<file path="src/rtl/core/ppc_pkg.sv">
`default_nettype none

package ppc_pkg;

    localparam int APB_ADDR_W     = 5;
    localparam int APB_DATA_W     = 32;
    localparam int COORD_W        = 32;
    localparam int NORMAL_W       = 16;
    localparam int OFFSET_W       = 32;
    localparam int TOL_W          = 31;
    localparam int FRAC_SHIFT     = 14;
    localparam int PROD_W         = COORD_W + NORMAL_W;
    localparam int DIST_W         = PROD_W + 4;
    localparam int SIDE_W         = 2;
    localparam int S_TDATA_W      = 3 * COORD_W;
    localparam int M_TDATA_W      = 8;
    localparam int PPC_FIFO_DEPTH = 4;

    localparam logic [2:0] REG_NORMAL_X     = 3'd0;
    localparam logic [2:0] REG_NORMAL_Y     = 3'd1;
    localparam logic [2:0] REG_NORMAL_Z     = 3'd2;
    localparam logic [2:0] REG_PLANE_OFFSET = 3'd3;
    localparam logic [2:0] REG_TOLERANCE    = 3'd4;

    localparam logic [SIDE_W-1:0] SIDE_FRONT    = 2'd0;
    localparam logic [SIDE_W-1:0] SIDE_BACK     = 2'd1;
    localparam logic [SIDE_W-1:0] SIDE_COPLANAR = 2'd2;
    localparam logic [SIDE_W-1:0] SIDE_CROSSING = 2'd3;

    localparam logic signed [NORMAL_W-1:0] NORMAL_X_RST = 16'sd0;
    localparam logic signed [NORMAL_W-1:0] NORMAL_Y_RST = 16'sd0;
    localparam logic signed [NORMAL_W-1:0] NORMAL_Z_RST = 16'sd16384;
    localparam logic signed [OFFSET_W-1:0] OFFSET_RST   = 32'sd0;
    localparam logic [TOL_W-1:0]           TOL_RST      = 31'd66;

    typedef struct packed {
        logic signed [NORMAL_W-1:0] normal_x;
        logic signed [NORMAL_W-1:0] normal_y;
        logic signed [NORMAL_W-1:0] normal_z;
        logic signed [OFFSET_W-1:0] plane_offset;
        logic [TOL_W-1:0]           tolerance;
    } cfg_t;

    // classified vertex handed from front to back
    typedef struct packed {
        logic above;
        logic below;
        logic last;
    } vclass_t;

endpackage

`default_nettype wire

</file>
<file path="src/rtl/core/ppc_cfg.sv">
`default_nettype none

module ppc_cfg
    import ppc_pkg::*;
(
    input  wire logic                  aclk,
    input  wire logic                  aresetn,
    input  wire logic                  psel,
    input  wire logic                  penable,
    input  wire logic                  pwrite,
    input  wire logic [APB_ADDR_W-1:0] paddr,
    input  wire logic [APB_DATA_W-1:0] pwdata,
    output logic      [APB_DATA_W-1:0] prdata,
    output logic                       pready,
    output cfg_t                       cfg
);

    cfg_t       cfg_reg;
    cfg_t       cfg_next;
    logic [2:0] reg_idx;
    logic       wr_en;

    assign pready  = 1'b1;
    assign reg_idx = paddr[APB_ADDR_W-1:2];
    assign wr_en   = psel && penable && pwrite && pready;
    assign cfg     = cfg_reg;

    always_comb begin
        cfg_next = cfg_reg;
        if (wr_en) begin
            case (reg_idx)
                REG_NORMAL_X:     cfg_next.normal_x     = pwdata[NORMAL_W-1:0];
                REG_NORMAL_Y:     cfg_next.normal_y     = pwdata[NORMAL_W-1:0];
                REG_NORMAL_Z:     cfg_next.normal_z     = pwdata[NORMAL_W-1:0];
                REG_PLANE_OFFSET: cfg_next.plane_offset = pwdata[OFFSET_W-1:0];
                REG_TOLERANCE:    cfg_next.tolerance    = pwdata[TOL_W-1:0];
                default:          cfg_next = cfg_reg;
            endcase
        end
    end

    always_comb begin
        case (reg_idx)
            REG_NORMAL_X:     prdata = {{(APB_DATA_W-NORMAL_W){1'b0}}, cfg_reg.normal_x};
            REG_NORMAL_Y:     prdata = {{(APB_DATA_W-NORMAL_W){1'b0}}, cfg_reg.normal_y};
            REG_NORMAL_Z:     prdata = {{(APB_DATA_W-NORMAL_W){1'b0}}, cfg_reg.normal_z};
            REG_PLANE_OFFSET: prdata = cfg_reg.plane_offset;
            REG_TOLERANCE:    prdata = {{(APB_DATA_W-TOL_W){1'b0}}, cfg_reg.tolerance};
            default:          prdata = '0;
        endcase
    end

    always_ff @(posedge aclk) begin
        if (!aresetn) begin
            cfg_reg.normal_x     <= NORMAL_X_RST;
            cfg_reg.normal_y     <= NORMAL_Y_RST;
            cfg_reg.normal_z     <= NORMAL_Z_RST;
            cfg_reg.plane_offset <= OFFSET_RST;
            cfg_reg.tolerance    <= TOL_RST;
        end else begin
            cfg_reg <= cfg_next;
        end
    end

endmodule

`default_nettype wire

</file>
<file path="src/rtl/core/ppc_front.sv">
`default_nettype none

module ppc_front
    import ppc_pkg::*;
(
    input  wire logic                 aclk,
    input  wire logic                 aresetn,
    input  cfg_t                      cfg,
    input  wire logic                 s_tvalid,
    output logic                      s_tready,
    input  wire logic [S_TDATA_W-1:0] s_tdata,
    input  wire logic                 s_tlast,
    input  wire logic                 q_full,
    output logic                      q_push,
    output vclass_t                   q_item
);

    logic signed [COORD_W-1:0] vx;
    logic signed [COORD_W-1:0] vy;
    logic signed [COORD_W-1:0] vz;

    // stage 1: products
    logic                     s1_valid_reg;
    logic                     s1_last_reg;
    logic signed [PROD_W-1:0] px_reg;
    logic signed [PROD_W-1:0] py_reg;
    logic signed [PROD_W-1:0] pz_reg;

    // stage 2: distance in Q.14
    logic                     s2_valid_reg;
    logic                     s2_last_reg;
    logic signed [DIST_W-1:0] dist_reg;
    logic signed [DIST_W-1:0] dist_next;
    logic signed [DIST_W-1:0] offset_scaled;
    logic signed [DIST_W-1:0] band;

    logic en;

    assign vx = s_tdata[COORD_W-1:0];
    assign vy = s_tdata[2*COORD_W-1:COORD_W];
    assign vz = s_tdata[3*COORD_W-1:2*COORD_W];

    assign en       = !s2_valid_reg || !q_full;
    assign s_tready = en;

    assign offset_scaled = DIST_W'(cfg.plane_offset) <<< FRAC_SHIFT;
    assign dist_next     = DIST_W'(px_reg) + DIST_W'(py_reg) + DIST_W'(pz_reg)
                           - offset_scaled;
    assign band = {{(DIST_W-TOL_W-FRAC_SHIFT){1'b0}}, cfg.tolerance, {FRAC_SHIFT{1'b0}}};

    assign q_push       = s2_valid_reg && !q_full;
    assign q_item.above = dist_reg > band;
    assign q_item.below = dist_reg < -band;
    assign q_item.last  = s2_last_reg;

    always_ff @(posedge aclk) begin
        if (!aresetn) begin
            s1_valid_reg <= 1'b0;
            s2_valid_reg <= 1'b0;
        end else if (en) begin
            s1_valid_reg <= s_tvalid;
            s2_valid_reg <= s1_valid_reg;
        end
    end

    always_ff @(posedge aclk) begin
        if (en) begin
            s1_last_reg <= s_tlast;
            px_reg      <= vx * cfg.normal_x;
            py_reg      <= vy * cfg.normal_y;
            pz_reg      <= vz * cfg.normal_z;
            s2_last_reg <= s1_last_reg;
            dist_reg    <= dist_next;
        end
    end

endmodule

`default_nettype wire

</file>
<file path="src/rtl/core/ppc_queue.sv">
`default_nettype none

module ppc_queue
    import ppc_pkg::*;
#(
    parameter int DEPTH = PPC_FIFO_DEPTH
) (
    input  wire logic aclk,
    input  wire logic aresetn,
    input  wire logic push,
    input  vclass_t   push_item,
    output logic      full,
    input  wire logic pop,
    output vclass_t   head_item,
    output logic      empty
);

    localparam int PTR_W = $clog2(DEPTH);
    localparam int CNT_W = $clog2(DEPTH + 1);

    vclass_t            mem [DEPTH];
    logic [PTR_W-1:0]   wr_ptr_reg;
    logic [PTR_W-1:0]   rd_ptr_reg;
    logic [CNT_W-1:0]   count_reg;
    logic [CNT_W-1:0]   count_next;

    assign full      = count_reg == CNT_W'(DEPTH);
    assign empty     = count_reg == '0;
    assign head_item = mem[rd_ptr_reg];

    always_comb begin
        count_next = count_reg;
        if (push && !pop) begin
            count_next = count_reg + 1'b1;
        end else if (pop && !push) begin
            count_next = count_reg - 1'b1;
        end
    end

    always_ff @(posedge aclk) begin
        if (!aresetn) begin
            wr_ptr_reg <= '0;
            rd_ptr_reg <= '0;
            count_reg  <= '0;
        end else begin
            count_reg <= count_next;
            if (push) begin
                wr_ptr_reg <= (wr_ptr_reg == PTR_W'(DEPTH - 1)) ? '0 : wr_ptr_reg + 1'b1;
            end
            if (pop) begin
                rd_ptr_reg <= (rd_ptr_reg == PTR_W'(DEPTH - 1)) ? '0 : rd_ptr_reg + 1'b1;
            end
        end
    end

    always_ff @(posedge aclk) begin
        if (push) begin
            mem[wr_ptr_reg] <= push_item;
        end
    end

endmodule

`default_nettype wire

</file>
<file path="src/rtl/core/ppc_back.sv">
`default_nettype none

module ppc_back
    import ppc_pkg::*;
(
    input  wire logic                  aclk,
    input  wire logic                  aresetn,
    input  vclass_t                    head_item,
    input  wire logic                  q_empty,
    output logic                       q_pop,
    output logic                       m_tvalid,
    input  wire logic                  m_tready,
    output logic      [M_TDATA_W-1:0]  m_tdata
);

    logic              all_front_reg;
    logic              all_back_reg;
    logic              all_on_reg;
    logic              all_front_next;
    logic              all_back_next;
    logic              all_on_next;
    logic              m_valid_reg;
    logic [SIDE_W-1:0] side_reg;
    logic [SIDE_W-1:0] side_next;
    logic              out_free;

    assign out_free = !m_valid_reg || m_tready;
    assign q_pop    = !q_empty && (!head_item.last || out_free);
    assign m_tvalid = m_valid_reg;
    assign m_tdata  = {{(M_TDATA_W-SIDE_W){1'b0}}, side_reg};

    assign all_front_next = all_front_reg && !head_item.below;
    assign all_back_next  = all_back_reg && !head_item.above;
    assign all_on_next    = all_on_reg && !head_item.above && !head_item.below;

    always_comb begin
        if (all_on_next) begin
            side_next = SIDE_COPLANAR;
        end else if (all_back_next) begin
            side_next = SIDE_BACK;
        end else if (all_front_next) begin
            side_next = SIDE_FRONT;
        end else begin
            side_next = SIDE_CROSSING;
        end
    end

    always_ff @(posedge aclk) begin
        if (!aresetn) begin
            all_front_reg <= 1'b1;
            all_back_reg  <= 1'b1;
            all_on_reg    <= 1'b1;
            m_valid_reg   <= 1'b0;
        end else begin
            if (m_tready) begin
                m_valid_reg <= 1'b0;
            end
            if (q_pop) begin
                if (head_item.last) begin
                    all_front_reg <= 1'b1;
                    all_back_reg  <= 1'b1;
                    all_on_reg    <= 1'b1;
                    m_valid_reg   <= 1'b1;
                end else begin
                    all_front_reg <= all_front_next;
                    all_back_reg  <= all_back_next;
                    all_on_reg    <= all_on_next;
                end
            end
        end
    end

    always_ff @(posedge aclk) begin
        if (q_pop && head_item.last) begin
            side_reg <= side_next;
        end
    end

endmodule

`default_nettype wire

</file>
<file path="src/rtl/core/polygon_plane_classifier.sv">
// Path: a last vertex's result passes the product, distance, queue and output
//   registers in turn before it shows on m_tvalid.
// Throughput: one vertex per cycle; the input side stalls only when the
//   classification queue is full, the output side drains it independently.
// Reset: aresetn synchronous active low; clears pipeline, queue and flags,
//   and loads the register defaults.
`default_nettype none

module polygon_plane_classifier
    import ppc_pkg::*;
#(
    parameter int FIFO_DEPTH = PPC_FIFO_DEPTH
) (
    input  wire logic                  aclk,
    input  wire logic                  aresetn,
    input  wire logic                  s_tvalid,
    output logic                       s_tready,
    input  wire logic [S_TDATA_W-1:0]  s_tdata,  // vertex_x, vertex_y, vertex_z
    input  wire logic                  s_tlast,  // last_vertex
    output logic                       m_tvalid,
    input  wire logic                  m_tready,
    output logic      [M_TDATA_W-1:0]  m_tdata,  // side, zero pad
    input  wire logic                  psel,
    input  wire logic                  penable,
    input  wire logic                  pwrite,
    input  wire logic [APB_ADDR_W-1:0] paddr,
    input  wire logic [APB_DATA_W-1:0] pwdata,
    output logic      [APB_DATA_W-1:0] prdata,
    output logic                       pready
);

    cfg_t    cfg;
    vclass_t push_item;
    vclass_t head_item;
    logic    q_push;
    logic    q_pop;
    logic    q_full;
    logic    q_empty;

    ppc_cfg u_cfg (
        .aclk    (aclk),
        .aresetn (aresetn),
        .psel    (psel),
        .penable (penable),
        .pwrite  (pwrite),
        .paddr   (paddr),
        .pwdata  (pwdata),
        .prdata  (prdata),
        .pready  (pready),
        .cfg     (cfg)
    );

    ppc_front u_front (
        .aclk     (aclk),
        .aresetn  (aresetn),
        .cfg      (cfg),
        .s_tvalid (s_tvalid),
        .s_tready (s_tready),
        .s_tdata  (s_tdata),
        .s_tlast  (s_tlast),
        .q_full   (q_full),
        .q_push   (q_push),
        .q_item   (push_item)
    );

    ppc_queue #(
        .DEPTH (FIFO_DEPTH)
    ) u_queue (
        .aclk      (aclk),
        .aresetn   (aresetn),
        .push      (q_push),
        .push_item (push_item),
        .full      (q_full),
        .pop       (q_pop),
        .head_item (head_item),
        .empty     (q_empty)
    );

    ppc_back u_back (
        .aclk      (aclk),
        .aresetn   (aresetn),
        .head_item (head_item),
        .q_empty   (q_empty),
        .q_pop     (q_pop),
        .m_tvalid  (m_tvalid),
        .m_tready  (m_tready),
        .m_tdata   (m_tdata)
    );

endmodule

`default_nettype wire

</file>
<file path="config.mk">
export PLATFORM = sky130hd
export DESIGN_NAME = polygon_plane_classifier
export DESIGN_NICKNAME = d
export VERILOG_FILES = /design/src/rtl/core/ppc_pkg.sv /design/src/rtl/core/ppc_cfg.sv /design/src/rtl/core/ppc_front.sv /design/src/rtl/core/ppc_queue.sv /design/src/rtl/core/ppc_back.sv /design/src/rtl/core/polygon_plane_classifier.sv
export SDC_FILE = /design/constraint.sdc
export NUM_CORES = 2
export LEC_CHECK = 0
export ABC_AREA = 1
export BUFFER_PORTS_ARGS = -buffer_cell sky130_fd_sc_hd__buf_2
export CAP_MARGIN = 20
export CORE_MARGIN = 4
export CORE_UTILIZATION = 45
export DETAILED_ROUTE_END_ITERATION = 6
export GPL_TIMING_DRIVEN = 0
export PLACE_DENSITY = 0.69
export SETUP_SLACK_MARGIN = 0.5
export SLEW_MARGIN = 0
export SYNTH_ARGS = -nofsm -noshare
export SYNTH_HDL_FRONTEND = slang
export SYNTH_SLANG_ARGS = --single-unit
</file>
<file path="constraint.sdc">
create_clock -name aclk -period 9.5 [get_ports aclk]
set_clock_uncertainty 0.2 [all_clocks]
set_input_delay 1.9 -clock aclk [delete_from_list [all_inputs] [get_ports aclk]]
set_output_delay 1.9 -clock aclk [all_outputs]
set_load 0.02 [all_outputs]
</file>
==> results.sh <==
export IMPL_status="finished, final reports clean"
export IMPL_ios=184
export IMPL_ys_types=62
export IMPL_fin_hold_ws_ns=0.258
export IMPL_hold_class="flop to flop"
export IMPL_hold_viol=0
export IMPL_crit_slowest_cell="fa_1"
export IMPL_drtPass1Iterations=5
export IMPL_relSlewSlack_pct=19.8
export IMPL_drc=0
export IMPL_finalCritPeriodShare_pct=89.9
export IMPL_synthFlopType="edfxtp_1"
export IMPL_power_density_mw_per_mm2=123
export IMPL_cts_resized=0
export IMPL_hold_buffers=0
export IMPL_wl_per_cell_um=20.4
export IMPL_grt_util_all_layers_pct=28.2
export IMPL_worst_slew_pin_slew_ns=1.20
export IMPL_postSynthCellCount=9652
export IMPL_synthArstFlopShare_pct=0
export IMPL_nNetsFinal=12000
export IMPL_largest_reg_flops=111
export IMPL_antenna_found_initial=11
export IMPL_hpwlAfterDp_um=213000
export IMPL_ys_warn_count=0
export IMPL_arrival_ns=8.64
export IMPL_die_width_um=420
export IMPL_finalPower_mw=9.96
export IMPL_seq_area_frac_synth_pct=11.6
export IMPL_clock_path_buffers=3
export IMPL_grt_ovfl_total=0
export IMPL_p_leak_nw=44.5
export IMPL_ir_drop_mv=0.170
export IMPL_clk_pin_slew_ns=0.06
export IMPL_synth_avg_cell_area_um2=7.91
export IMPL_h_tree_depth=2
export IMPL_path_cells="clkbuf_1, clkbuf_1, nand2_1, fa_1, inv_1, fa_1, inv_1, fa_1, inv_1, fa_1, fa_1, inv_1, fa_1, inv_1, ha_1, nand2_1, nor2_1, inv_1, nor3_1, nand3_1, nand3_1, nand2_1, nand3_1, xor2_1"
export IMPL_synth_enable_flop_cells=212
export IMPL_chipHeight_um=420
export IMPL_gp_congestion=0.998
export IMPL_drv_slew=0
export IMPL_dr_first_iter_drc_count=5688
export IMPL_crit_fanout=10
export IMPL_io_buffers=96
export IMPL_crit_required_ns=9.60
export IMPL_synth_area_mm2=0.0764
export IMPL_ys_ff_latch=338
export IMPL_area_growth_pct=6.29
export IMPL_num_rows=150
export IMPL_grt_setup_unrepaired="no"
export IMPL_via_per_inst=5.24
export IMPL_ant_nets=0
export IMPL_cap_violations=0
export IMPL_crit_type="input pin to flop"
export IMPL_cts_sinks=338
export IMPL_grt_pass1_vias=65400
export IMPL_clk_latency_ns=0.60
export IMPL_wl_um=246000
export IMPL_endpoint_kind="flop"
export IMPL_start_kind="input pin"
export IMPL_grt_max_degree=20
export IMPL_grt_pass1_wl_um=380000
export IMPL_via_count=63200
export IMPL_layout_drive_gt1_share_pct=2.47
export IMPL_cts_tree="yes"
export IMPL_cts_setup_buffers=0
export IMPL_core_mm2=0.168
export IMPL_start_util_pct=45.5
export IMPL_finalSetupViolations=0
export IMPL_finalCriticalPeriod_ns=8.54
export IMPL_cts_buffers=38
export IMPL_cts_root_buf="clkbuf_16"
export IMPL_die_area_mm2=0.176
export IMPL_max_stage_delay_ns=0.58
export IMPL_timing_fmax_mhz=117
stage by stage:
step	worst slack [ns]	area [um2]	TNS, ns	cells	utilization (%)
after floorplan	0.756	76400	0	9657	-
after global placement	-3.15	79700	-470.46	12000	47.4
after detailed placement	0.405	79900	0	12000	47.6
after CTS	0.953	81100	0	12000	48.3
after global routing	0.658	81200	0	12000	48.3
final	0.958	81200	0	12100	48.3
cell usage in the layout, fill, tap and decap left out, types with 8 or more instances in the layout:
cell	instances
a21boi_0	9
a21o_1	33
a21oi_1	367
a221oi_1	15
a31oi_1	39
buf_2	100
buf_4	8
buf_8	13
clkbuf_1	409
clkbuf_16	40
dfxtp_1	126
diode_2	10
edfxtp_1	212
fa_1	1509
ha_1	502
inv_1	2719
nand2_1	2116
nand3_1	143
nand4_1	42
nor2_1	573
nor3_1	50
nor4_1	26
o211ai_1	17
o21a_1	21
o21ai_0	298
o21ai_1	17
o21bai_1	30
o22ai_1	26
or2_2	17
xnor2_1	68
xor2_1	179
worst paths after layout:
kind,slack [ns],cells past startpoint,end,from
worst max-delay path,0.96,24,u_front.px_reg[45],s_tdata[7]
worst min-delay path,0.26,0,u_front.s2_last_reg,u_front.s1_last_reg
worst max register to register,1.66,18,u_front.py_reg[42],u_cfg.cfg[83]
worst min register to register,0.26,0,u_front.s2_last_reg,u_front.s1_last_reg
power by group:
group / leakage (nW) / internal [mW] / switching [mW]
Sequential: 3.42 / 2.06 / 0.213
Combinational: 40.4 / 2.05 / 4.17
Clock: 0.596 / 0.815 / 0.651
synth_stat cells (6+ instances only):
| cell | number | area, um2 |
|---|---|---|
| a221oi_1 | 15 | 131 |
| xnor2_1 | 68 | 596 |
| o21bai_1 | 30 | 225 |
| a21boi_0 | 9 | 67.6 |
| dfxtp_1 | 126 | 2520 |
| nand2_1 | 2116 | 7940 |
| nor2_1 | 573 | 2150 |
| o211ai_1 | 17 | 128 |
| o21ai_0 | 298 | 1490 |
| inv_1 | 2719 | 10200 |
| edfxtp_1 | 212 | 6370 |
| a21oi_1 | 367 | 1840 |
| or2_2 | 17 | 106 |
| ha_1 | 502 | 6280 |
| a31oi_1 | 39 | 244 |
| a21o_1 | 33 | 248 |
| nor3_1 | 50 | 250 |
| nand3_1 | 143 | 716 |
| inv_2 | 7 | 26.3 |
| o21a_1 | 21 | 158 |
| buf_4 | 7 | 52.6 |
| nor4_1 | 26 | 163 |
| o21ai_1 | 17 | 85.1 |
| o221ai_1 | 7 | 61.3 |
| nand4_1 | 42 | 263 |
| fa_1 | 1509 | 30200 |
| o22ai_1 | 26 | 163 |
| clkbuf_1 | 396 | 1490 |
| xor2_1 | 179 | 1570 |
| and3_1 | 6 | 37.5 |
critical path, delay by kind of cell:
family	cells	cell delay [ns]
and+or+nand+nor	8	1.36
adders and majority gates	7	3.54
xor gates and xnor gates	1	0.41
buffers and inverters	8	1.43
per-layer routing:
layer / GRT usage [%] / up-vias / part of all wire (%)
li1: - / 28500 / -
met3: 5.62 / 524 / 9.5
met1: 38.0 / 31200 / 41
met2: 45.6 / 2949 / 46
met5: 0 / - / 0.020
met4: 9.58 / 6 / 4.0
area by class of cell:
| class | count | area [um2] |
|---|---|---|
| antenna | 10 | 25.0 |
| clock inverter | 14 | 148 |
| timing repair buffer | 113 | 766 |
| sequential | 338 | 8890 |
| buffer | 412 | 1580 |
| multi-input combinational | 6180 | 55700 |
| inverter | 2727 | 10200 |
| tap | 2204 | 2760 |
| fill | 16400 | 86800 |
| clock buffer | 56 | 1090 |
logic make-up (layout without fill, tap and decap cells):
kind of cell	after synthesis	after routing	share of synthesized area (%)
compound gates	907	907	6.67
fa+ha+maj	2011	2011	47.8
other cells	2	17	0.00983
simple gates	3008	3008	15.6
xor+xnor	247	247	2.83
buf+inv	3139	3322	15.5
flops	338	338	11.6
Power figures use the tool's default switching activity.
